<file path="config.mk">
export PLATFORM = sky130hd
export DESIGN_NAME = counting_semaphore_wait_queue_unit
export DESIGN_NICKNAME = d
export VERILOG_FILES = /design/src/rtl/core/csq_pkg.sv /design/src/rtl/core/counting_semaphore_wait_queue_unit.sv /design/src/rtl/core/csq_ctrl.sv /design/src/rtl/core/csq_datapath.sv
export SDC_FILE = /design/constraint.sdc
export NUM_CORES = 1
export LEC_CHECK = 0
export BUFFER_PORTS_ARGS = -buffer_cell sky130_fd_sc_hd__buf_2
export CORE_MARGIN = 4
export CORE_UTILIZATION = 39
export DETAILED_ROUTE_END_ITERATION = 8
export PLACE_DENSITY = 0.51
export SYNTH_ARGS = -nofsm -noshare
export SYNTH_HDL_FRONTEND = slang
export SYNTH_HIERARCHICAL = 1
export SYNTH_SLANG_ARGS = --single-unit
export TNS_END_PERCENT = 5
</file>
<file path="constraint.sdc">
create_clock -name clk -period 8.35 [get_ports clk]
set_input_delay 1.67 -clock clk [delete_from_list [all_inputs] [get_ports clk]]
set_output_delay 1.67 -clock clk [all_outputs]
set_load 0.01 [all_outputs]
</file>
<file path="src/rtl/core/csq_pkg.sv">
// ----------------------------------------------------------------------------
// csq_pkg
// shared types and constants for the counting semaphore with its fifo wait
// queue of blocked thread ids
// ----------------------------------------------------------------------------
package csq_pkg;

  // queue and field sizes
  localparam int QUEUE_DEPTH    = 32;
  localparam int PTR_BITS       = $clog2(QUEUE_DEPTH);
  localparam int TID_BITS       = 16;
  localparam int VALUE_BITS     = 16;
  localparam int COUNT_BITS     = 17;
  localparam int IN_DATA_BITS   = 40;
  localparam int OUT_DATA_BITS  = 40;

  // count limits as signed count-width constants
  localparam logic signed [COUNT_BITS-1:0] MAX_COUNT  = COUNT_BITS'(65535);
  localparam logic signed [COUNT_BITS-1:0] COUNT_FULL = COUNT_BITS'(-QUEUE_DEPTH);
  localparam logic signed [COUNT_BITS-1:0] COUNT_ONE  = COUNT_BITS'(1);

  // request kinds, codes five to seven are a plain query
  typedef enum logic [2:0] {
    KIND_INIT    = 3'd0,
    KIND_DESTROY = 3'd1,
    KIND_WAIT    = 3'd2,
    KIND_TRYWAIT = 3'd3,
    KIND_POST    = 3'd4
  } kind_t;

  // result status codes
  typedef enum logic [2:0] {
    ST_OK          = 3'd0,
    ST_INVALID     = 3'd1,
    ST_HAS_WAITERS = 3'd2,
    ST_QUEUE_FULL  = 3'd3,
    ST_TRY_FAIL    = 3'd4
  } status_t;

  // commands from the controller to the datapath
  typedef struct packed {
    logic capture;  // latch the accepted item and read the queue head
    logic exec;     // apply the request and load the result register
  } cmd_t;

  // one result item, last member in the lowest bits
  typedef struct packed {
    logic                         is_shared;
    logic [TID_BITS-1:0]          wake_thread;
    logic                         wake_valid;
    logic                         caller_blocks;
    logic signed [COUNT_BITS-1:0] count_now;
    status_t                      status;
  } result_t;

endpackage

</file>
<file path="src/rtl/core/counting_semaphore_wait_queue_unit.sv">
// sequencing: an accepted item passes the execute state, then its result is held
//   in the respond state until taken; no new item is accepted meanwhile, as the
//   sequencer runs accept, execute and deliver in turn for each item
// reset: synchronous active-low rst_n clears count, flags and queue pointers;
//   the waiter memory is not cleared and no clearing pass is needed
// ----------------------------------------------------------------------------
// counting_semaphore_wait_queue_unit
// counting semaphore with a fifo wait queue of blocked thread ids
// ----------------------------------------------------------------------------
module counting_semaphore_wait_queue_unit (
  input  logic                              clk,
  input  logic                              rst_n,
  input  logic                              in_tvalid,
  output logic                              in_tready,
  // [15:0] caller_thread, [31:16] init_value, [32] shared_flag
  input  logic [csq_pkg::IN_DATA_BITS-1:0]  in_tdata,
  // [2:0] kind
  input  logic [2:0]                        in_tuser,
  output logic                              out_tvalid,
  input  logic                              out_tready,
  // [2:0] status, [19:3] count_now, [20] caller_blocks, [21] wake_valid,
  // [37:22] wake_thread, [38] is_shared
  output logic [csq_pkg::OUT_DATA_BITS-1:0] out_tdata
);

  csq_pkg::cmd_t    cmd;
  csq_pkg::result_t result;

  // sequencer
  csq_ctrl u_ctrl (
    .clk        (clk),
    .rst_n      (rst_n),
    .in_tvalid  (in_tvalid),
    .in_tready  (in_tready),
    .out_tvalid (out_tvalid),
    .out_tready (out_tready),
    .cmd        (cmd)
  );

  // semaphore datapath
  csq_datapath u_datapath (
    .clk           (clk),
    .rst_n         (rst_n),
    .cmd           (cmd),
    .kind          (in_tuser),
    .caller_thread (in_tdata[15:0]),
    .init_value    (in_tdata[31:16]),
    .shared_flag   (in_tdata[32]),
    .result        (result)
  );

  // result packing, spare top bit is zero
  assign out_tdata = {1'b0, result};

  // one item in flight at a time
  a_no_overlap: assert property (@(posedge clk) disable iff (!rst_n)
    !(in_tready && out_tvalid))
    else $error("input ready while a result is pending");

  // an accepted item presents its result once the execute state has passed
  a_result_timing: assert property (@(posedge clk) disable iff (!rst_n)
    (in_tvalid && in_tready) |=> ##1 out_tvalid)
    else $error("result not presented after acceptance");

  // a queued caller always leaves the count negative with status ok
  a_block_count: assert property (@(posedge clk) disable iff (!rst_n)
    (out_tvalid && result.caller_blocks) |->
      (result.count_now < 0 && result.status == csq_pkg::ST_OK))
    else $error("blocking wait with non-negative count");

  // wake and block never come from one request
  a_wake_block: assert property (@(posedge clk) disable iff (!rst_n)
    out_tvalid |-> !(result.caller_blocks && result.wake_valid))
    else $error("result both blocks and wakes");

endmodule

</file>
<file path="src/rtl/core/csq_ctrl.sv">
// ----------------------------------------------------------------------------
// csq_ctrl
// request sequencer: accept an item, execute it, hold the result until taken
// ----------------------------------------------------------------------------
module csq_ctrl (
  input  logic            clk,
  input  logic            rst_n,
  input  logic            in_tvalid,
  output logic            in_tready,
  output logic            out_tvalid,
  input  logic            out_tready,
  output csq_pkg::cmd_t   cmd
);

  typedef enum logic [1:0] {
    S_IDLE,
    S_EXEC,
    S_RESP
  } state_t;

  state_t state_r;
  logic   in_tready_r;
  logic   out_tvalid_r;

  // state and registered handshake outputs
  always_ff @(posedge clk) begin
    if (!rst_n) begin
      state_r      <= S_IDLE;
      in_tready_r  <= 1'b0;
      out_tvalid_r <= 1'b0;
    end else begin
      case (state_r)
        S_IDLE: begin
          in_tready_r <= 1'b1;
          if (in_tvalid && in_tready_r) begin
            state_r     <= S_EXEC;
            in_tready_r <= 1'b0;
          end
        end
        S_EXEC: begin
          state_r      <= S_RESP;
          out_tvalid_r <= 1'b1;
        end
        S_RESP: begin
          if (out_tready) begin
            state_r      <= S_IDLE;
            out_tvalid_r <= 1'b0;
            in_tready_r  <= 1'b1;
          end
        end
        default: begin
          state_r      <= S_IDLE;
          in_tready_r  <= 1'b0;
          out_tvalid_r <= 1'b0;
        end
      endcase
    end
  end

  // datapath commands
  always_comb begin
    cmd.capture = in_tvalid && in_tready_r;
    cmd.exec    = (state_r == S_EXEC);
  end

  assign in_tready  = in_tready_r;
  assign out_tvalid = out_tvalid_r;

endmodule

</file>
<file path="src/rtl/core/csq_datapath.sv">
// ----------------------------------------------------------------------------
// csq_datapath
// semaphore count, flags, queue pointers, waiter memory and result register
// ----------------------------------------------------------------------------
module csq_datapath (
  input  logic                           clk,
  input  logic                           rst_n,
  input  csq_pkg::cmd_t                  cmd,
  input  logic [2:0]                     kind,
  input  logic [csq_pkg::TID_BITS-1:0]   caller_thread,
  input  logic [csq_pkg::VALUE_BITS-1:0] init_value,
  input  logic                           shared_flag,
  output csq_pkg::result_t               result
);

  // latched request
  csq_pkg::kind_t                 kind_r;
  logic [csq_pkg::TID_BITS-1:0]   caller_r;
  logic [csq_pkg::VALUE_BITS-1:0] ival_r;
  logic                           sflag_r;

  // semaphore state
  logic signed [csq_pkg::COUNT_BITS-1:0] count_r, count_nxt;
  logic                                  valid_r, valid_nxt;
  logic                                  shared_r, shared_nxt;
  logic [csq_pkg::PTR_BITS-1:0]          head_r, head_nxt;
  logic [csq_pkg::PTR_BITS-1:0]          tail_r, tail_nxt;

  // waiter memory and its registered read port
  logic [csq_pkg::TID_BITS-1:0] waiter_mem [csq_pkg::QUEUE_DEPTH];
  logic [csq_pkg::TID_BITS-1:0] rd_data_r;
  logic                         wr_en;

  csq_pkg::result_t                      result_r;
  csq_pkg::status_t                      status_c;
  logic                                  blocks_c;
  logic                                  wvalid_c;
  logic signed [csq_pkg::COUNT_BITS-1:0] ival_ext;

  assign ival_ext = $signed({1'b0, ival_r});

  // latch the item on acceptance
  always_ff @(posedge clk) begin
    if (cmd.capture) begin
      kind_r   <= csq_pkg::kind_t'(kind);
      caller_r <= caller_thread;
      ival_r   <= init_value;
      sflag_r  <= shared_flag;
    end
  end

  // queue memory: write at tail, read at head
  always_ff @(posedge clk) begin
    if (wr_en) begin
      waiter_mem[tail_r] <= caller_r;
    end
    if (cmd.capture) begin
      rd_data_r <= waiter_mem[head_r];
    end
  end

  // request execution
  always_comb begin
    count_nxt  = count_r;
    valid_nxt  = valid_r;
    shared_nxt = shared_r;
    head_nxt   = head_r;
    tail_nxt   = tail_r;
    status_c   = csq_pkg::ST_OK;
    blocks_c   = 1'b0;
    wvalid_c   = 1'b0;
    wr_en      = 1'b0;
    if (kind_r == csq_pkg::KIND_INIT) begin
      count_nxt  = (ival_ext > csq_pkg::MAX_COUNT) ? csq_pkg::MAX_COUNT : ival_ext;
      head_nxt   = '0;
      tail_nxt   = '0;
      valid_nxt  = 1'b1;
      shared_nxt = sflag_r;
    end else if (!valid_r) begin
      status_c = csq_pkg::ST_INVALID;
    end else begin
      case (kind_r)
        csq_pkg::KIND_DESTROY: begin
          if (count_r < 0) begin
            status_c = csq_pkg::ST_HAS_WAITERS;
          end else begin
            valid_nxt = 1'b0;
          end
        end
        csq_pkg::KIND_WAIT: begin
          if (count_r > 0) begin
            count_nxt = count_r - csq_pkg::COUNT_ONE;
          end else if (count_r <= csq_pkg::COUNT_FULL) begin
            status_c = csq_pkg::ST_QUEUE_FULL;
          end else begin
            wr_en     = cmd.exec;
            tail_nxt  = tail_r + 1'b1;
            count_nxt = count_r - csq_pkg::COUNT_ONE;
            blocks_c  = 1'b1;
          end
        end
        csq_pkg::KIND_TRYWAIT: begin
          if (count_r > 0) begin
            count_nxt = count_r - csq_pkg::COUNT_ONE;
          end else begin
            status_c = csq_pkg::ST_TRY_FAIL;
          end
        end
        csq_pkg::KIND_POST: begin
          if (count_r < 0) begin
            wvalid_c  = 1'b1;
            head_nxt  = head_r + 1'b1;
            count_nxt = count_r + csq_pkg::COUNT_ONE;
          end else if (count_r < csq_pkg::MAX_COUNT) begin
            count_nxt = count_r + csq_pkg::COUNT_ONE;
          end
        end
        default: begin
          // query only
        end
      endcase
    end
  end

  // semaphore state update
  always_ff @(posedge clk) begin
    if (!rst_n) begin
      count_r  <= '0;
      valid_r  <= 1'b0;
      shared_r <= 1'b0;
      head_r   <= '0;
      tail_r   <= '0;
    end else if (cmd.exec) begin
      count_r  <= count_nxt;
      valid_r  <= valid_nxt;
      shared_r <= shared_nxt;
      head_r   <= head_nxt;
      tail_r   <= tail_nxt;
    end
  end

  // result register
  always_ff @(posedge clk) begin
    if (cmd.exec) begin
      result_r.status        <= status_c;
      result_r.count_now     <= count_nxt;
      result_r.caller_blocks <= blocks_c;
      result_r.wake_valid    <= wvalid_c;
      result_r.wake_thread   <= wvalid_c ? rd_data_r : '0;
      result_r.is_shared     <= shared_nxt;
    end
  end

  assign result = result_r;

endmodule
</file>
# ---- Word-level counts from Yosys, hierarchy flattened
# Memory sizes are Yosys's and may differ from the RTL's. A register that Yosys moved wholly into a read port is not among the register bits.
# Cells that the tools add are included.
dict set report classes {
  add_sub_neg 4
  eq_ne 10
  reduce_logical 14
  n_mux 48
  n_lt_le_gt_ge 5
  bitwise_logic 4
}
# operator count
set op_table {}
lappend op_table {{17-bit 2-to-1 mux} 7}
lappend op_table {{17-bit one-hot mux with 3 select lines} 1}
lappend op_table {{5-bit 2-to-1 mux} 9}
lappend op_table {{1-bit 2-to-1 mux} 20}
lappend op_table {{17-bit by 2-bit adder with 17-bit output (second input constant)} 1}
lappend op_table {{17-bit by 1-bit greater-than comparator with 1-bit output (second input constant)} 1}
lappend op_table {{17-bit by 6-bit <= comparator with 1-bit output (second input constant)} 1}
lappend op_table {{17-bit by 1-bit < comparator with 1-bit output (second input constant)} 1}
lappend op_table {{17-bit < comparator (second input constant)} 1}
lappend op_table {{17-bit by 2-bit subtractor with 17-bit output (second input constant)} 1}
lappend op_table {{16-bit greater-than comparator (second input constant)} 1}
lappend op_table {{16-bit 2-to-1 mux} 1}
lappend op_table {{5-bit by 1-bit adder with 5-bit output (second input constant)} 2}
lappend op_table {{3-bit one-hot mux with 3 select lines} 1}
lappend op_table {{2-bit 2-to-1 mux} 4}
lappend op_table {{2-bit nonzero test} 4}
lappend op_table {{3-bit by 2-bit == test with 1-bit output (second input constant)} 2}
lappend op_table {{3-bit 2-to-1 mux} 2}
lappend op_table {{1-bit one-hot mux with 3 select lines} 2}
lappend op_table {{2-bit one-hot mux with 3 select lines} 1}
lappend op_table {{2-bit AND reduction} 3}
lappend op_table {{5-bit AND reduction} 1}
lappend op_table {{2-bit by 1-bit inequality test with 1-bit output (second input constant)} 2}
lappend op_table {{2-bit inequality test (second input constant)} 2}
lappend op_table {{other kinds (11)} 14}
dict set report word_totals {
  ramBits 512
  register_bits 108
  out_inout_bits 42
  n_memories 1
  elab_cells 105
}
# memory depth word_bits rd rd_ports_with_merged_regs wr line
set mem_list {}
lappend mem_list {u_datapath.waiter_mem 32 16 1 1 1 csq_datapath.sv:30} ;# logic [csq_pkg::TID_BITS-1:0] waiter_mem [csq_pkg::QUEUE_DEPTH];

# ---- Logic depth before layout (Yosys ltp)
# Gate-level depths: netlist (run 1).
dict set report logic_depth {
  word_depth 8
  depth_mapped 10
}

# ---- Hierarchy
# The synthesis (run 1) kept the hierarchy.
# module n_inst cells_per_inst area_each_um2 seq_area_each_um2
set by_module_without_submodules {}
lappend by_module_without_submodules {csq_datapath 1 1308 25319.3 18687.9}
lappend by_module_without_submodules {csq_ctrl 1 19 161.4 80.1}
lappend by_module_without_submodules {counting_semaphore_wait_queue_unit 1 2 11.3 0.0}

# ---- Worst setup path after synthesis (run 1)
# No wires, ideal clock.
dict set report synth_timing {
  path_type {reg-to-reg}
  from {register u_ctrl.state_r[0]}
  to {memory u_datapath/waiter_mem[31][0] (netlist bit), enable pin}
  arrival_time_ns 2.777
  path_stages_with_launch 6
  setup_ns 0.388
  path_slack_ns 5.184
  path_cell_list {dfxtp_1 > and2b_2 > clkinv_1 > nor4_2 > nand2_1 > nor2_1}
}
# item line
set synth_lines {}
lappend synth_lines {{start: declaration} csq_ctrl.sv:21} ;# state_t state_r;
lappend synth_lines {{start signal: assignment} csq_ctrl.sv:28} ;# state_r <= S_IDLE;
lappend synth_lines {{start signal: assignment} csq_ctrl.sv:36} ;# state_r <= S_EXEC;
lappend synth_lines {{start signal: assignment} csq_ctrl.sv:41} ;# state_r <= S_RESP;
lappend synth_lines {{end: declaration} csq_datapath.sv:30}

# ---- Final worst setup path (run 1)
dict set report layout_timing {
  from {register u_datapath/count_r[0] (netlist bit)}
  to {memory u_datapath/waiter_mem[18][1] (netlist bit), enable pin}
}
dict set report layout_via {
  elab_chain_len 8
  elab_cells_between_ends 9
  cone_classes {order compare: 2; mux: 7}
}
# item line
set layout_rtl {}
lappend layout_rtl {{start: declaration} csq_datapath.sv:23} ;# logic signed [csq_pkg::COUNT_BITS-1:0] count_r, count_nxt;
lappend layout_rtl {{start signal: assignment} csq_datapath.sv:134} ;# count_r <= count_nxt;
lappend layout_rtl {{17-bit by 6-bit <= comparator with 1-bit output} csq_datapath.sv:93} ;# end else if (count_r <= csq_pkg::COUNT_FULL) begin
lappend layout_rtl {{1-bit 2-to-1 mux} csq_datapath.sv:93}
lappend layout_rtl {{1-bit 2-to-1 mux (*)} csq_datapath.sv:91} ;# if (count_r > 0) begin
lappend layout_rtl {{1-bit 2-to-1 mux (*)} csq_datapath.sv:82} ;# case (kind_r)
lappend layout_rtl {{1-bit 2-to-1 mux (*)} csq_datapath.sv:79} ;# end else if (!valid_r) begin
lappend layout_rtl {{1-bit 2-to-1 mux (*)} csq_datapath.sv:73} ;# if (kind_r == csq_pkg::KIND_INIT) begin
lappend layout_rtl {{1-bit 2-to-1 mux (*)} csq_datapath.sv:54} ;# if (wr_en) begin
lappend layout_rtl {{1-bit 2-to-1 mux (implied by the code) (*)} csq_datapath.sv:55} ;# waiter_mem[tail_r] <= caller_r;
# Mark *: on every way between the ends. The rest lies on a longest branch, timed or not.

==> run summary, run 1 <==
• 19.2 um^2 — mean cell area of the mapped netlist
• 2 — initial antenna violation count
• 57 — maximum number of pins on one net before global-route repair
• yes — TritonCTS clock tree
• 3 — number of buffers between clock root and the deepest sink
• 0 — number of diodes added for antenna fixing
• 76 — count of different cell masters after synthesis
• 37500 um — Final HPWL DP
• 2 — hold path cells
• clkbuf_16 — CTS Root Cell
• inv_1 -> ha_1 -> nor3b_1 -> and3_1 -> a21oi_1 -> nor4_2 -> nand2_1 -> nor2_2 -> buf_4 — cell-by-cell trace of the critical path
• multiplexers — combinational family with the most area after synthesis
• 1.8% — combinational group share of total power
• 264 um — Die Height
• 0 — residual overflow from global routing
• 0.172% — Synth Area in XOR/XNOR
• 227 nW/um^2 — power per standard cell area
• edfxtp_1 — Yosys top cell by area
• 6 — count of warnings emitted by yosys
• 264 um — width of the die
• 0 — remaining antenna violation count after routing
• 8.64 ns — data required time at the worst endpoint
• 0.58 ns — largest stage delay on the critical path
• 0 — number of setup violations in the final report
• 0 — post-CTS setup buffer count
• 70 — number of clock buffers inserted by TritonCTS
• 160 uV — worst voltage drop across the vdd grid
• 0.880 — global placement routability congestion
• 9.15 nW — Leakage
• 47.1% — share of the clock period used by the worst path after layout
• 0 — Final Max Tran Viols
• u_datapath/count_r[0]$_SDFFE_PN0P_ — reg-to-reg startpoint
• 93000 um — global-route wire length before repair
• 5.61% — fraction of the mapped netlist area in simple logic gates
• 89 — top-level port count
• flip-flop — element type at the critical path end
• 69500 um^2 — Die Outline Area
• 1329 — Post-Syn Instances
• 0.06 ns — Clock transition at path regs
• edfxtp_1 — Most used DFF post-synth
• 0 — cells resized by post-CTS repair
• 0 — cts-stage hold buffer count
• 1383 — Post-Syn Nets
• 636 — total number of clock tree sinks
• 5.64 — via density per instance
• 73.6% — sequential fraction of the synthesis area
• edfxtp_1 71%, mux4_2 14%, dfxtp_1 2.6% — cell types with the largest area share after synthesis
• 64600 um^2 — placeable core region
• 0% — share of synthesized flip-flops with an asynchronous set or reset
• 18.1% — All-Layer GR Usage
• u_datapath/waiter_mem[18][1]$_DFFE_PP_ — endpoint of the worst-slack reg-to-reg timing path
• 0 — final hold vios
• edfxtp_1 — count leader, synth
• 71.0% — portion of synthesized cell area occupied by the leading cell type
• u_datapath/waiter_mem[18][1]$_DFFE_PP_ — worst setup path end
• 0.62 ns — clock network latency to the later pin of the worst-skew pair
• 93 — Site Rows
• 80 — count of buffers inserted at the top-level ports
• 636 — count of state elements after synthesis
• 5558 — total of fill cells in the finished design
• 968 — 1st-iter DRT viols
• 45.4% — Core Util, Final
• 4.22 ns — arrival time reported for the critical path endpoint
• 13200 — number of vias after detailed routing
• 0.0291 ns — setup skew after layout
• 10 — worst-path fanout max
• 21.0% — net switching share of the total power
• 44.9% — clock share of power
• finished clean — status
• 28.1% — worst relative slew slack
• 1.40 mW — NetSw
• 3.56% — Synth Area in Compound Gates
• 25500 um^2 — total standard cell area after synthesis
• false — setup repair after global routing missed its margin
• 5 — detailed-routing iteration count for the pre-antenna-repair pass
• 0 ns — setup TNS
• nor2_2 — slowest cell on the critical path
• 5.26 mW — Power Internal
• flip-flop to flip-flop — min-delay worst type
• flip-flop to flip-flop — Crit Path Category
• 53.3% — power share of the sequential group
• 31.2% — share of final-layout standard cells stronger than drive strength 1
• 13600 — number of global-route vias before repair
• 6.66 mW — sum of internal, switching and leakage power
• 39.5% — starting density of the core
• 3.94 ns — Min Clock Period, post-route
• 4.41 ns — register-to-register setup slack
• 603 x edfxtp_1, 160 x mux4_2, 77 x nor2_1 — Synth top cells by count
• 0 — Max-Cap Viols
• 26.8 um — WL per Instance
• 0.344% — post-synthesis share of cell area spent on full adders, half adders and majority gates
• 15.0% — Synth-to-Final Area Change
• 603 — EDFF count, synth
• 1499 — final net count
• 27100 um^2 — placement-stage cell area
• 62900 um — Total Wirelength
• u_datapath/count_r[0]$_SDFFE_PN0P_ — Worst setup startpoint
• 9 — Worst R2R Path Depth
• 3 — level count of the clock H-tree
• 1.08 ns — actual transition at the worst max-transition pin
• 0.254 GHz — Fmax achieved
• 0 — drc violations
• flip-flop — category of the worst setup path launch point
• 29300 um^2 — Design Area, Final
• 15.1% — share of cell area taken by muxes after synthesis
## sequential cells by signal, summed over array words and instances (netlist names)
register / cells
u_ctrl/in_tready: 1
u_ctrl/out_tvalid: 1
u_ctrl/state_r: 2
u_datapath/caller_r: 16
u_datapath/count_r: 17
u_datapath/head_r: 5
u_datapath/ival_r: 16
u_datapath/kind_r: 3
u_datapath/rd_data_r: 16
u_datapath/result: 39
u_datapath/sflag_r: 1
u_datapath/shared_r: 1
u_datapath/tail_r: 5
u_datapath/valid_r: 1
u_datapath/waiter_mem: 512
## power groups by stage
| stage | registers, mW | logic, mW | clock network (mW) |
|---|---|---|---|
| floorplan | 3.60 | 0.0761 | 0 |
| global placement | 3.62 | 0.118 | 0 |
| detailed placement | 3.62 | 0.118 | 0 |
| CTS | 3.55 | 0.119 | 3.08 |
| global route | 3.56 | 0.129 | 3.22 |
| finish | 3.55 | 0.118 | 2.99 |
## worst max-delay path: cells and delay by family (launching register included)
| kind | cells | cell delay, ns |
|---|---|---|
| and+or+nand+nor | 5 | 2.26 |
| DFF | 1 | 0.41 |
| buffers and inverters | 2 | 0.53 |
| AOI/OAI and AO/OA | 1 | 0.13 |
| adders and majority gates | 1 | 0.27 |
## layer usage
layer | share of wire [%] | up-vias | track usage, %
met3 | 4.4 | 113 | 2.96
met5 | 0 | - | 0
met1 | 43 | 7071 | 24.7
met4 | 2.8 | 0 | 5.54
met2 | 50 | 344 | 30.2
li1 | - | 5721 | -
## area by class of cell
type                    count  area, um^2  share of cell area [%]
well taps                 855        1070                    3.65
multi-input cells         596        6410                    21.9
clock inverters            41         425                    1.45
repair buffers            128         761                    2.59
clock buffers              81        1830                    6.26
flip-flops and latches    636       18800                    64.0
inverters                  13        48.8                   0.166
## cells in the final DEF (no fill, tap or decap), drive strengths merged, types with 5 or more instances in the layout
cell      instances
edfxtp          603
mux4            160
buf             128
clkbuf           81
nor2             77
nand2            47
nand3            40
a21oi            34
dfxtp            33
clkinv           31
and3             21
nor3             20
o21ai            19
mux2             18
inv              14
nand4            13
or3              12
o221ai            9
o211ai            7
ha                7
a21o              6
nand3b            6
o22ai             6
or4               6
nor4              6
o31ai             6
clkinvlp          5
nand2b            5
o311ai            5
## metrics by stage
| step | hold WS [ns] | setup WS, ns | std cells |
|---|---|---|---|
| after global routing | 0.492 | 4.17 | 2350 |
| after detailed placement | 0.462 | 4.42 | 2228 |
| after CTS | 0.471 | 4.42 | 2350 |
| after floorplan | 0.437 | 5.18 | 1329 |
| after global placement | 0.453 | 4.48 | 2228 |
| final | 0.467 | 4.41 | 2350 |
## kinds of logic (layout without fill, tap and decap cells)
| kind of cell | count (synthesis) | count (layout) |
|---|---|---|
| other | 1 | 1 |
| multiplexers | 182 | 182 |
| AO/OA/AOI/OAI | 128 | 128 |
| XOR/XNOR | 5 | 5 |
| AND/OR/NAND/NOR | 273 | 273 |
| buffers and inverters | 97 | 263 |
| flip-flops | 636 | 636 |
| adder cells (fa/ha/maj) | 7 | 7 |
## worst min path at each step
stage,from,end,slack (ns)
after global routing,u_datapath/shared_r$_SDFFE_PN0P_,u_datapath/shared_r$_SDFFE_PN0P_,0.49
final,u_datapath/shared_r$_SDFFE_PN0P_,u_datapath/shared_r$_SDFFE_PN0P_,0.47
after global placement,u_datapath/shared_r$_SDFFE_PN0P_,u_datapath/shared_r$_SDFFE_PN0P_,0.45
after CTS,u_datapath/shared_r$_SDFFE_PN0P_,u_datapath/shared_r$_SDFFE_PN0P_,0.47
after detailed placement,u_datapath/shared_r$_SDFFE_PN0P_,u_datapath/shared_r$_SDFFE_PN0P_,0.46
after floorplan,u_datapath/shared_r$_SDFFE_PN0P_,u_datapath/shared_r$_SDFFE_PN0P_,0.44
Power figures use the tool's default switching activity.
==> run 2, diff against run 1 <==
--- a/config.mk
+++ b/config.mk
@@ -9,7 +9,7 @@
 export CORE_MARGIN = 4
 export CORE_UTILIZATION = 39
 export DETAILED_ROUTE_END_ITERATION = 8
-export PLACE_DENSITY = 0.51
+export PLACE_DENSITY = 0.53
 export SYNTH_ARGS = -nofsm -noshare
 export SYNTH_HDL_FRONTEND = slang
 export SYNTH_HIERARCHICAL = 1
==> constraint.sdc (replaced) <==
create_clock -name clk -period 3.35 [get_ports clk]
set_input_delay 0.67 -clock clk [delete_from_list [all_inputs] [get_ports clk]]
set_output_delay 0.67 -clock clk [all_outputs]
set_load 0.01 [all_outputs]
==> run 2 against run 1 <==
Net effect: sequential power is 150% higher; final cell count is 2.4% higher; via count hardly changed; design area is 2.4% higher; critical path depth is 1 higher; global-route usage is 0.30 points lower; critical endpoint is now u_datapath/waiter_mem[27][2]$_DFFE_PP_.
==> run summary, run 2 (same netlist as run 1, synthesis figures left out) <==
• 5.51 — via density per instance
• 3 — number of buffers between clock root and the deepest sink
• 0 ns — setup TNS
• buf_4 — library cell appearing most often on the critical path
• inv_1 -> ha_1 -> nor3b_1 -> and3_1 -> a21oi_1 -> nor4_2 -> buf_4 -> nand2_1 -> nor2_2 -> buf_4 — cell-by-cell trace of the critical path
• 82 — maximum number of pins on one net before global-route repair
• 13700 — number of global-route vias before repair
• 62000 um — Total Wirelength
• 555 nW/um^2 — power per standard cell area
• finished clean — status
• 39300 um — Final HPWL DP
• 0.325 GHz — Fmax achieved
• 0 — remaining antenna violation count after routing
• 264 um — width of the die
• flip-flop — category of the worst setup path launch point
• u_datapath/count_r[0]$_SDFFE_PN0P_ — reg-to-reg startpoint
• 70 — number of clock buffers inserted by TritonCTS
• 16 — worst-path fanout max
• 3.36 ns — arrival time reported for the critical path endpoint
• u_datapath/waiter_mem[27][2]$_DFFE_PP_ — worst setup path end
• 92200 um — global-route wire length before repair
• 17.8% — Synth-to-Final Area Change
• 93 — Site Rows
• 80 — count of buffers inserted at the top-level ports
• flip-flop — element type at the critical path end
• edfxtp_1 — commonest non-fill, non-tap cell in the layout
• 13300 — number of vias after detailed routing
• 0.33 ns — largest stage delay on the critical path
• 0 — residual overflow from global routing
• 0 — Max-Cap Viols
• yes — TritonCTS clock tree
• 91.9% — share of the clock period used by the worst path after layout
• 64600 um^2 — placeable core region
• 0 — drc violations
• 3.08 ns — Min Clock Period, post-route
• input port to flip-flop — min-delay worst type
• 1000 — 1st-iter DRT viols
• 46.5% — Core Util, Final
• u_datapath/waiter_mem — most flop-heavy register
• 25.8 um — WL per Instance
• 1551 — final net count
• 603 x edfxtp_1, 160 x mux4_2, 80 x buf_2, 74 x buf_4, 71 x clkbuf_16 — commonest cells after routing, fill and taps aside
• 0.0205 ns — setup skew after layout
• clkbuf_16 — CTS Root Cell
• 39.5% — starting density of the core
• 17.8% — All-Layer GR Usage
• 3 — level count of the clock H-tree
• 395 uV — worst voltage drop across the vdd grid
• 0 — post-CTS setup buffer count
• u_datapath/count_r[0]$_SDFFE_PN0P_ — Worst setup startpoint
• flip-flop to flip-flop — Crit Path Category
• 0 — initial antenna violation count
• 636 — total number of clock tree sinks
• 0.06 ns — Clock transition at path regs
• 0 — number of setup violations in the final report
• 3 — sum of buffers and inverters on the critical path
• 0.27 ns — register-to-register setup slack
• 264 um — Die Height
• 5488 — total of fill cells in the finished design
• false — setup repair after global routing missed its margin
• and3_1 — slowest cell on the critical path
• 0 — cts-stage hold buffer count
• 10 — critical path depth
• u_datapath/waiter_mem[27][2]$_DFFE_PP_ — endpoint of the worst-slack reg-to-reg timing path
• 0.870 — global placement routability congestion
• 512 — Largest register FFs
• 0.61 ns — clock network latency to the later pin of the worst-skew pair
• 0 — cells resized by post-CTS repair
• simple AND/OR/NAND/NOR gates — Top Family by Delay on Critical Path
• 89 — top-level port count
• 23.6% — worst relative slew slack
• 1 — hold path cells
• 1.15 ns — actual transition at the worst max-transition pin
• 0 — final hold vios
• 10 — Worst R2R Path Depth
• 5 — detailed-routing iteration count for the pre-antenna-repair pass
• 69500 um^2 — Die Outline Area
• 9.48 nW — Leakage
• 0.237 ns — Fin Hold WS
• 3.63 ns — data required time at the worst endpoint
• 0 — Final Max Tran Viols
• 32.8% — share of final-layout standard cells stronger than drive strength 1
-- run 2: changes by cell type in the layout (fill, tap and decap cells not counted), sizes merged --
| cell | change |
|---|---|
| clkbuf | +10 |
| clkinv | -6 |
| inv | -1 |
| diode | +2 |
| buf | +52 |
| clkinvlp | -3 |
| bufinv | +2 |
-- run 2: layout make-up --
| class | instances | area, um^2 | share of cell area (%) |
|---|---|---|---|
| flip-flops and latches | 636 | 18800 | 62.5 |
| multi-input cells | 596 | 6410 | 21.3 |
| clock buffers | 91 | 1860 | 6.20 |
| repair buffers | 180 | 1480 | 4.92 |
| well taps | 855 | 1070 | 3.56 |
| clock inverters | 33 | 383 | 1.27 |
| inverters | 13 | 48.8 | 0.162 |
| diodes | 2 | 5.00 | 0.0167 |
-- run 2: worst register-to-register path, delay by kind of cell, from the launching register on --
family,cells,cell delay [ns]
compound gates,1,0.13
flops,1,0.31
simple gates,5,1.45
buf+inv,3,0.59
fa+ha+maj,1,0.27
-- run 2: worst min-delay path by stage --
stage,endpoint,startpoint
after CTS,u_datapath/caller_r[14]$_DFFE_PP_,in_tdata[14]
after floorplan,u_datapath/shared_r$_SDFFE_PN0P_,u_datapath/shared_r$_SDFFE_PN0P_
final,u_datapath/caller_r[14]$_DFFE_PP_,in_tdata[14]
after global placement,u_datapath/shared_r$_SDFFE_PN0P_,u_datapath/shared_r$_SDFFE_PN0P_
after global routing,u_datapath/caller_r[14]$_DFFE_PP_,in_tdata[14]
after detailed placement,u_datapath/shared_r$_SDFFE_PN0P_,u_datapath/shared_r$_SDFFE_PN0P_
-- run 2: through the flow --
| stage | power [mW] | setup slack, ns | cell area [um^2] | std cells |
|---|---|---|---|---|
| floorplan | 9.15 | 0.184 | 25500 | 1329 |
| finish | 16.7 | 0.272 | 30000 | 2406 |
| CTS | 16.9 | 0.284 | 30000 | 2404 |
| global placement | 9.34 | 0.298 | 27800 | 2280 |
| global route | 17.3 | 0.142 | 30000 | 2404 |
| detailed placement | 9.35 | 0.306 | 27800 | 2280 |
-- run 2: metal layers --
layer | GRT usage, % | vias to the layer above | wire length [um]
met5 | 0 | - | 0
met4 | 4.66 | 0 | 1300
met3 | 3.00 | 92 | 2790
met2 | 30.0 | 350 | 31400
met1 | 24.2 | 6994 | 26500
li1 | - | 5826 | -
-- run 2: report_power, final --
group          switching (mW)  internal, mW  total [mW]
logic                   0.218         0.117       0.336
clock network            3.09          4.41        7.50
registers               0.106          8.74        8.84
==> run 3, diff against run 2 <==
--- a/config.mk
+++ b/config.mk
@@ -10,6 +10,7 @@
 export CORE_UTILIZATION = 39
 export DETAILED_ROUTE_END_ITERATION = 8
 export PLACE_DENSITY = 0.53
+export REMOVE_ABC_BUFFERS = 1
 export SYNTH_ARGS = -nofsm -noshare
 export SYNTH_HDL_FRONTEND = slang
 export SYNTH_HIERARCHICAL = 1
==> run 3 against run 2 <==
Net effect: combinational power shrank 2%; power is 3.2% higher; wire length up 0.83%; critical path type unchanged; largest power group unchanged; sequential power barely moved.
==> run summary, run 3 (same netlist as run 1, synthesis figures left out) <==
• finished clean — status
• 46.8% — Core Util, Final
• 0.293 ns — worst setup slack after layout
• 62500 um — Total Wirelength
• u_datapath/count_r[10]$_SDFFE_PN0P_ — reg-to-reg startpoint
• 636 — total number of clock tree sinks
• 0 — cells resized by post-CTS repair
• 91.2% — share of the clock period used by the worst path after layout
• u_datapath/waiter_mem — most flop-heavy register
• 89 — top-level port count
• 2 — sum of buffers and inverters on the critical path
• 17.9% — All-Layer GR Usage
• 39.5% — starting density of the core
• 0.62 ns — clock network latency to the later pin of the worst-skew pair
• 0 — remaining antenna violation count after routing
• dfxtp_1 — slowest cell on the critical path
• 3 — number of buffers between clock root and the deepest sink
• 0.29 ns — register-to-register setup slack
• 64600 um^2 — placeable core region
• 8 — Worst R2R Path Depth
• 1.15 ns — actual transition at the worst max-transition pin
• 13600 — number of global-route vias before repair
• 0 — initial antenna violation count
• false — setup repair after global routing missed its margin
• 0 — Max-Cap Viols
• 0.0281 ns — setup skew after layout
• flip-flop to flip-flop — Crit Path Category
• 80 — count of buffers inserted at the top-level ports
• yes — TritonCTS clock tree
• 38800 um — Final HPWL DP
• 603 x edfxtp_1, 160 x mux4_2, 80 x buf_2, 73 x buf_4, 72 x clkbuf_16 — commonest cells after routing, fill and taps aside
• 0.326 ns — worst slack after detailed placement
• 0.06 ns — Clock transition at path regs
• clkbuf_16 — CTS Root Cell
• 0 — drc violations
• 264 um — width of the die
• 26.0 um — WL per Instance
• 0 — number of setup violations in the final report
• 0.54 ns — largest stage delay on the critical path
• 0 — number of diodes added for antenna fixing
• 23.3% — worst relative slew slack
• 47 — maximum number of pins on one net before global-route repair
• flip-flop — category of the worst setup path launch point
• 264 um — Die Height
• 69500 um^2 — Die Outline Area
• 570 nW/um^2 — power per standard cell area
• 92300 um — global-route wire length before repair
• 0 — Final Max Tran Viols
• 3 — level count of the clock H-tree
• simple AND/OR/NAND/NOR gates — Top Family by Delay on Critical Path
• input port to flip-flop — min-delay worst type
• 9.59 nW — Leakage
• 0 — residual overflow from global routing
• edfxtp_1 — commonest non-fill, non-tap cell in the layout
• 13400 — number of vias after detailed routing
• 18.4% — Synth-to-Final Area Change
• 13 — worst-path fanout max
• 1154 — 1st-iter DRT viols
• 1549 — final net count
• 3.06 ns — Min Clock Period, post-route
• 17.2 mW — sum of internal, switching and leakage power
• 512 — Largest register FFs
• 93 — Site Rows
• 33.8% — share of final-layout standard cells stronger than drive strength 1
• 71 — number of clock buffers inserted by TritonCTS
• u_datapath/waiter_mem[23][6]$_DFFE_PP_ — worst setup path end
• 30200 um^2 — Design Area, Final
• u_datapath/count_r[10]$_SDFFE_PN0P_ — Worst setup startpoint
• 3.36 ns — arrival time reported for the critical path endpoint
• 0 — final hold vios
• 3.65 ns — data required time at the worst endpoint
• nand4_1 -> o31ai_2 -> nand3_1 -> nor4_2 -> nand2_1 -> buf_4 -> nor2_2 -> buf_12 — cell-by-cell trace of the critical path
• 0.865 — global placement routability congestion
• 0 — post-CTS setup buffer count
• 5 — detailed-routing iteration count for the pre-antenna-repair pass
• 404 uV — worst voltage drop across the vdd grid
• 0 — cts-stage hold buffer count
• 27700 um^2 — placement-stage cell area
• 8 — critical path depth
• 5.55 — via density per instance
• flip-flop — element type at the critical path end
• u_datapath/waiter_mem[23][6]$_DFFE_PP_ — endpoint of the worst-slack reg-to-reg timing path
• 0.327 GHz — Fmax achieved
==> run 3: cell count changes in the layout (fill, tap and decap cells not counted), sizes merged <==
cell,before,now
clkinv,25,35
buf,180,177
clkinvlp,2,1
clkbuf,91,81
bufinv,6,11
diode,2,0
inv,13,14
==> run 3: how the worst min path moves through the flow <==
stage                                        to                        startpoint  cells past startpoint
6_report       u_datapath/caller_r[1]$_DFFE_PP_                       in_tdata[1]                      1
5_1_grt        u_datapath/caller_r[2]$_DFFE_PP_                       in_tdata[2]                      1
4_1_cts        u_datapath/caller_r[1]$_DFFE_PP_                       in_tdata[1]                      1
3_5_place_dp   u_datapath/shared_r$_SDFFE_PN0P_  u_datapath/shared_r$_SDFFE_PN0P_                      2
3_3_place_gp   u_datapath/shared_r$_SDFFE_PN0P_  u_datapath/shared_r$_SDFFE_PN0P_                      2
2_1_floorplan  u_datapath/shared_r$_SDFFE_PN0P_  u_datapath/shared_r$_SDFFE_PN0P_                      2
==> run 3: layout make-up <==
cell class	instances	area [um^2]
clock buffers	81	1850
clock inverters	48	614
fillers	5473	34400
inverters	13	48.8
multi-input cells	596	6410
flip-flops and latches	636	18800
well taps	855	1070
repair buffers	177	1430
==> run 3: where the power goes <==
group	internal, mW	switching (mW)	total, mW
Clock	4.86	3.18	8.04
Sequential	8.74	0.110	8.85
Combinational	0.113	0.216	0.330
==> run 3: routing by layer <==
metal	routed length (um)	GRT usage, %	share of wire (%)
met1	27100	24.6	43
met2	31000	29.7	50
met3	3030	3.09	4.8
met4	1420	4.69	2.3
met5	0	0	0
==> run 3: per-stage QoR <==
| step | std cells | hold slack [ns] | TNS [ns] |
|---|---|---|---|
| after floorplan | 1245 | 0.437 | -175.67 |
| after global placement | 2277 | 0.452 | 0 |
| after detailed placement | 2277 | 0.470 | 0 |
| after CTS | 2406 | 0.180 | 0 |
| after global routing | 2406 | 0.186 | 0 |
| final | 2406 | 0.225 | 0 |
